$ cat src/rtl/r2fft_pkg.sv
`timescale 1ns / 1ps
// Package for the radix-2 FFT core: widths, register indexes, state codes,
// twiddle table and helper functions. No dependencies.
package r2fft_pkg;

  localparam int unsigned LOG2_MAX_POINTS = 6;
  localparam int unsigned SAMPLE_WIDTH    = 16;
  localparam int unsigned WORD_WIDTH      = 24;
  localparam int unsigned DEPTH           = 1 << LOG2_MAX_POINTS;
  localparam int unsigned AW              = LOG2_MAX_POINTS;
  localparam int unsigned CFG_IDX_WIDTH   = 1;
  localparam int unsigned CFG_DATA_WIDTH  = 3;
  localparam int unsigned LOG_WIDTH       = 3;
  localparam int unsigned COEF_WIDTH      = 17;
  localparam int unsigned PROD_WIDTH      = WORD_WIDTH + COEF_WIDTH + 1;

  localparam logic [CFG_IDX_WIDTH-1:0] REG_DIRECTION   = 1'b0;
  localparam logic [CFG_IDX_WIDTH-1:0] REG_LOG2_POINTS = 1'b1;

  localparam logic signed [WORD_WIDTH-1:0] WORD_MAX = 24'sh7FFFFF;
  localparam logic signed [WORD_WIDTH-1:0] WORD_MIN = -24'sh800000;

  typedef logic signed [WORD_WIDTH-1:0] word_t;
  typedef logic signed [COEF_WIDTH-1:0] coef_t;
  typedef logic [AW-1:0]                addr_t;

  typedef enum logic [5:0] {
    ST_LOAD  = 6'b000001,
    ST_PERM  = 6'b000010,
    ST_BFLY  = 6'b000100,
    ST_EMIT  = 6'b001000,
    ST_RD    = 6'b010000,
    ST_WR    = 6'b100000
  } state_e;

  function automatic coef_t quarter_cos(input logic [4:0] k);
    case (k)
      5'd0:  return 17'sd32768;
      5'd1:  return 17'sd32610;
      5'd2:  return 17'sd32138;
      5'd3:  return 17'sd31357;
      5'd4:  return 17'sd30273;
      5'd5:  return 17'sd28899;
      5'd6:  return 17'sd27246;
      5'd7:  return 17'sd25330;
      5'd8:  return 17'sd23170;
      5'd9:  return 17'sd20788;
      5'd10: return 17'sd18205;
      5'd11: return 17'sd15447;
      5'd12: return 17'sd12540;
      5'd13: return 17'sd9512;
      5'd14: return 17'sd6393;
      5'd15: return 17'sd3212;
      default: return 17'sd0;
    endcase
  endfunction

  function automatic coef_t cos64(input logic [4:0] k);
    return (k <= 5'd16) ? quarter_cos(k) : -quarter_cos(5'(6'd32 - {1'b0, k}));
  endfunction

  function automatic coef_t sin64(input logic [4:0] k);
    return quarter_cos((k <= 5'd16) ? 5'(5'd16 - k) : 5'(k - 5'd16));
  endfunction

  function automatic word_t sat(input logic signed [PROD_WIDTH-1:0] v);
    if (v > PROD_WIDTH'(WORD_MAX)) return WORD_MAX;
    if (v < PROD_WIDTH'(WORD_MIN)) return WORD_MIN;
    return v[WORD_WIDTH-1:0];
  endfunction

  function automatic addr_t bit_rev(input addr_t v, input logic [LOG_WIDTH-1:0] m);
    addr_t r;
    r = '0;
    for (int b = 0; b < AW; b++) begin
      if (b < int'(m)) r[int'(m) - 1 - b] = v[b];
    end
    return r;
  endfunction

endpackage

$ cat src/rtl/r2fft_bfly.sv
`timescale 1ns / 1ps
// Butterfly datapath: twiddle multiply with rounding, then add/subtract.
// Depends on r2fft_pkg.
module r2fft_bfly (
  input  logic                     clk_i,
  input  r2fft_pkg::word_t         ar_i,
  input  r2fft_pkg::word_t         ai_i,
  input  r2fft_pkg::word_t         br_i,
  input  r2fft_pkg::word_t         bi_i,
  input  r2fft_pkg::coef_t         wr_i,
  input  r2fft_pkg::coef_t         wi_i,
  input  logic                     stage_i,
  output r2fft_pkg::word_t         xr_o,
  output r2fft_pkg::word_t         xi_o,
  output r2fft_pkg::word_t         yr_o,
  output r2fft_pkg::word_t         yi_o
);
  localparam int unsigned PW = r2fft_pkg::PROD_WIDTH;
  logic signed [PW-1:0] p0_q, p1_q, sum_d;
  logic                 stage_q;
  r2fft_pkg::word_t tr_q, ti_q, t_d;

  // stage 0: one product pair; stage 1: the other pair, rotated in
  always_ff @(posedge clk_i) begin
    p0_q    <= PW'(wr_i * (stage_i ? bi_i : br_i));
    p1_q    <= PW'(wi_i * (stage_i ? br_i : bi_i));
    stage_q <= stage_i;
    if (!stage_q) tr_q <= t_d;
    else          ti_q <= t_d;
  end

  always_comb begin
    sum_d = stage_q ? (p0_q + p1_q) : (p0_q - p1_q);
    sum_d = sum_d + PW'(16384);
    t_d   = r2fft_pkg::sat(sum_d >>> 15);
  end

  assign xr_o = r2fft_pkg::sat(PW'(ar_i) + PW'(tr_q));
  assign xi_o = r2fft_pkg::sat(PW'(ai_i) + PW'(ti_q));
  assign yr_o = r2fft_pkg::sat(PW'(ar_i) - PW'(tr_q));
  assign yi_o = r2fft_pkg::sat(PW'(ai_i) - PW'(ti_q));
endmodule

$ cat config.mk
export PLATFORM = sky130hd
export DESIGN_NAME = r2fft_bfly
export DESIGN_NICKNAME = d
export VERILOG_FILES = /design/src/rtl/r2fft_pkg.sv /design/src/rtl/r2fft_bfly.sv
export SDC_FILE = /design/constraint.sdc
export NUM_CORES = 2
export LEC_CHECK = 0
export BUFFER_PORTS_ARGS = -buffer_cell sky130_fd_sc_hd__buf_4
export CORE_UTILIZATION = 30
export DETAILED_ROUTE_END_ITERATION = 12
export GPL_TIMING_DRIVEN = 0
export PLACE_DENSITY = 0.56
export SETUP_SLACK_MARGIN = 0.1
export SLEW_MARGIN = 40
export SYNTH_ARGS = -nofsm -noshare
export SYNTH_HDL_FRONTEND = slang
export SYNTH_SLANG_ARGS = --single-unit
$ cat constraint.sdc
create_clock -name clk_i -period 9.84 [get_ports clk_i]
set_input_delay 1.968 -clock clk_i [delete_from_list [all_inputs] [get_ports clk_i]]
set_output_delay 1.968 -clock clk_i [all_outputs]
set_load 0.02 [all_outputs]
* After elaboration in Yosys (flattened, before gate mapping)
Index checks and enable logic that the tools add are counted.
** Word-level totals
- Input port bits :: 132
- Flip-flop bits (word level) :: 133
- Logic and storage cells :: 62
- Output and inout bits :: 96
** Cells by class
- $lt $le $gt $ge :: 10
- Add/sub/neg operators :: 7
- Muxes and demuxes :: 38
- Multiply operators :: 2
** Operators by type and width (number)
- $mux 24 :: 20
- $mux 42 :: 3
- $gt 25x24->1 const B :: 4
- $lt 25x24->1 const B :: 4
- $mul 17x42->42 :: 2
- $add 24x24->25 :: 2
- $sub 24x24->25 :: 2
- $add 42x16->42 const B :: 1
- $add 42x42->42 :: 1
- $sub 42x42->42 :: 1
- $gt 27x24->1 const B :: 1
- $lt 27x24->1 const B :: 1
- $mux 1 :: 15

* Longest topological paths before layout
- Depth in word-level cells :: 8
- Depth in mapped cells :: 29
- Gate-level depth less buffers :: 27

* Worst setup path before layout
No wires, ideal clock.
- Path type :: input-to-reg
- Start point :: input port stage_i
- End point :: register p1_q[38]
- Data arrival time :: 8919 ps
- Library setup time :: 156 ps
- Path buffers :: 3
- Data required time :: 9684 ps
- Stages on the path :: 26
- Slack :: 765 ps
- Cells stage by stage :: clkbuf_1 -> clkbuf_1 -> mux2_2 -> clkbuf_1 -> nand2_1 -> fa_1 -> inv_1 -> fa_1 -> inv_1 -> fa_1 -> inv_1 -> fa_1 -> inv_1 -> fa_1 -> inv_1 -> fa_1 -> ha_1 -> and3_1 -> and4_1 -> and3_1 -> and2_1 -> o311ai_0 -> a21boi_0 -> a41oi_1 -> o41ai_1 -> o311ai_0
** Between the ends
- Longest elaborated chain between the ends :: 2
** Ends and longest elaborated chain
- from (decl) :: RTL line r2fft_bfly.sv:12 : input logic stage_i,
- $mux 42 :: RTL line r2fft_bfly.sv:26 : p1_q <= PW'(wi_i * (stage_i ? br_i : bi_i));
- $mul 17x42->42 :: RTL line r2fft_bfly.sv:26
- to (signal assigned) :: RTL line r2fft_bfly.sv:26
- to (decl) :: RTL line r2fft_bfly.sv:19 : logic signed [PW-1:0] p0_q, p1_q, sum_d;
No other way between the ends.
A chain may end at the register's enable or synchronous reset.

* Final worst setup path
- Start point :: input port stage_i
- End point :: register p0_q[39]
** Between the ends
- Longest elaborated chain between the ends :: 2
** Ends and longest elaborated chain
- $mux 42 :: RTL line r2fft_bfly.sv:25 : p0_q <= PW'(wr_i * (stage_i ? bi_i : br_i));
- $mul 17x42->42 :: RTL line r2fft_bfly.sv:25
- to (signal assigned) :: RTL line r2fft_bfly.sv:25
- to (decl) :: RTL line r2fft_bfly.sv:19
No other way between the ends.

==> results.tsv <==
stage	metric	value	unit
outcome	status	complete, no violations	
timing	Slew @ Worst Pin	0.842	ns
cells_and_area	commonest non-fill, non-tap cell in the layout	inv_1	
timing	RSZ-0062 raised after global routing	yes	
yosys	Yosys warnings	0	
die	Initial Util	0.302	
yosys	Main synth FF type	dfxtp_1	
job	max cap viols	0	
critical_path	cell mode on critical path	fa_1	
timing	Setup Viol. Count Final	0	
clocking	CTS root buffer	clkbuf_16	
clocking	# clock sinks	133	
yosys	Mapped Nets	6215	
timing	worst rel slew slack	0.439	
die	row cnt	138	
routing	drt wl/cell	18.9	µm
yosys	Seq/Total Area, Yosys	0.0735	
timing	Slew Viols, Final	0	
grt	initial antenna violation count	17	
yosys	number of synthesized flops with an enable pin	48	
clocking	Max clock buf depth	2	
critical_path	endpoint type of the worst setup path	register	
cells_and_area	Layout Nets	6443	
timing	TNS Setup	0	ns
critical_path	cell family with most CP delay	adder cells	
clocking	Clock Latency Late Sink	0.46	ns
cells_and_area	final cell utilization of the core	0.336	
die	core box area	0.141	mm²
yosys	Avg Inst Size Synth	8.67	µm²
critical_path	slowest CP cell	fa_1	
grt	largest net degree at the start of global routing	27	
routing	First-pass DRT Iterations	5	
yosys	Yosys reg bits	133	
timing	Hold Slack	0.690	ns
routing	Routed WL	133	mm
routing	detailed-route via count	33756	
placement	Routability Congestion	0.949	
timing	Layout Skew	0.0336	ns
worst_hold_path	hold crit path type	reg2reg	
placement	Place WS	-1.44	ns
clocking	CTS tree	built	
timing	Final Cycle Share	0.973	
routing	Vias/cell	4.78	
critical_path	crit start category	input port	
routing	drt drc	0	
placement	detailed-placement wirelength estimate	117	mm
cells_and_area	layout cells sized above 1	0.0848	
timing	setup ws final	0.270	ns
yosys	asr flop ratio synth	0	
critical_path	Worst Path Max Fanout	10	
clocking	clk slew on worst S/H paths	0.10	ns
critical_path	critical path class	in2reg	
grt	first-pass GRT wire length	206	mm
cells_and_area	commonest cells after routing, fill and taps aside	inv_1, fa_1, nand2_1	
yosys	gate count of the mapped netlist	4927	
clocking	Num CTS Buffers	17	
critical_path	Crit path required time	10.17	ns
critical_path	crit path DAT	9.90	ns
timing	FMAX	104	MHz
die	top-level I/O count	228	
routing	Final ANT Viol Nets	0	
placement	I/O Buffers	227	
yosys	Unique masters post-synth	103	
die	die height	379	µm
clocking	H-tree Lvls	4	
yosys	Cell Area, Synth	0.0427	mm²
critical_path	WP buf/inv	7	
timing	min cycle time layout	9.57	ns
die	Die X-Extent	379	µm
cells_and_area	Layout Area Growth over Synthesis	11.2	%
grt	total grt overflow	0	
grt	global-route usage over all layers	0.189	
critical_path	CP max stage delay	0.54	ns
routing	DRT iter0 DRCs	2088	
timing	Final Hold Fails	0	
clocking	# Post-CTS Setup Buffers	0	
die	Die ar.	0.144	mm²
grt	vias in the first global route	34962	
-- through the flow --
step | instances | area (µm²)
6_report | 7060 | 47500
3_3_place_gp | 7044 | 46800
2_1_floorplan | 4927 | 42700
3_5_place_dp | 7045 | 46900
5_1_grt | 7059 | 47500
4_1_cts | 7069 | 47500
-- synthesized netlist by cell type, types with 17 or more instances --
| cell | instances | area, µm² |
|---|---|---|
| o21bai_1 | 28 | 210 |
| nor2b_1 | 44 | 275 |
| fa_1 | 816 | 16300 |
| nand2_1 | 585 | 2200 |
| xnor2_1 | 147 | 1290 |
| or2_2 | 25 | 156 |
| or3_1 | 17 | 106 |
| a31oi_1 | 28 | 175 |
| and2_1 | 309 | 1930 |
| nor3_1 | 56 | 280 |
| o21ai_0 | 138 | 691 |
| maj3_1 | 22 | 220 |
| a21oi_1 | 211 | 1060 |
| mux2_2 | 47 | 529 |
| o21a_1 | 20 | 150 |
| a21o_1 | 77 | 578 |
| nand3_1 | 50 | 250 |
| nand4_1 | 25 | 156 |
| a22oi_2 | 19 | 238 |
| and3_1 | 31 | 194 |
| nor4_1 | 21 | 131 |
| clkbuf_1 | 178 | 668 |
| a211oi_1 | 20 | 150 |
| xor2_1 | 78 | 683 |
| dfxtp_1 | 85 | 1700 |
| edfxtp_1 | 48 | 1440 |
| inv_1 | 1021 | 3830 |
| ha_1 | 340 | 4250 |
| nor2_1 | 187 | 702 |
| nand2b_1 | 32 | 200 |
-- per-layer routing --
metal	wire [µm]	track usage	share of wire
met4	4580	0.0545	0.034
met3	7670	0.0287	0.057
met2	63900	0.325	0.48
met5	70	0	0.00052
met1	57200	0.245	0.43
-- cell families (layout without fill, tap and decap cells) --
kind of cell | after synthesis | count (layout) | share of synthesized area
AND/OR/NAND/NOR | 1447 | 1447 | 0.168
buffers and inverters | 1217 | 1458 | 0.108
adder cells (fa/ha/maj) | 1178 | 1178 | 0.487
AO/OA/AOI/OAI | 673 | 673 | 0.104
XOR/XNOR | 226 | 226 | 0.0465
flip-flops | 133 | 133 | 0.0735
multiplexers | 53 | 53 | 0.0138
other | 0 | 2 | 0
-- final cells by class --
class                   count  area, µm²
inverters                1021       3830
clock inverters            15        178
diodes                      2       5.00
flip-flops and latches    133       3140
clock buffers              17        425
well taps                1890       2360
repair buffers            228       1730
plain buffers             177        731
multi-input cells        3577      35100
fillers                 14708      93900
-- worst reg2reg max path: stages, from the launching register on --
cell	delay, ns
dfxtp_1	0.33
inv_1	0.06
ha_1	0.16
nand2b_1	0.07
or4_1	0.50
nor4_2	0.72
nand2_1	0.12
nor2_1	0.25
nand2_1	0.10
or2_2	0.31
nor4_1	0.38
nor2_1	0.10
xnor2_1	0.15
ha_1	0.37
a21o_1	0.23
a21o_1	0.18
a21o_1	0.20
nand2_1	0.10
nand3_1	0.08
nor3_2	0.31
nor3b_1	0.40
and2_1	0.27
a31oi_1	0.12
o211ai_2	0.33
buf_4	0.26
o221ai_1	0.28
-- timing repair --
action                                  in CTS  in global routing
hold buffers                                 0                  0
pin swaps                                    0                  1
endpoints found under the setup margin      31                 14
gates resized for setup                     16                 29
endpoints found under the hold margin        0                  0
-- state kept, by name (all words and copies together), names as in the netlist --
name and cells:
tr_q 24, ti_q 24, p0_q 42, stage_q 1, p1_q 42
-- worst paths after layout --
| path | start | end | slack [ns] | cells after the start |
|---|---|---|---|---|
| hold reg to reg | stage_q | ti_q[1] | 0.69 | 0 |
| hold / removal | stage_q | ti_q[1] | 0.69 | 0 |
| setup / recovery | stage_i | p0_q[39] | 0.27 | 28 |
| setup reg to reg | p1_q[0] | tr_q[3] | 3.13 | 25 |
Power is left out: the tool's default activity adds up to more than one toggle a clock period on the data nets, which glitch-free logic cannot reach.
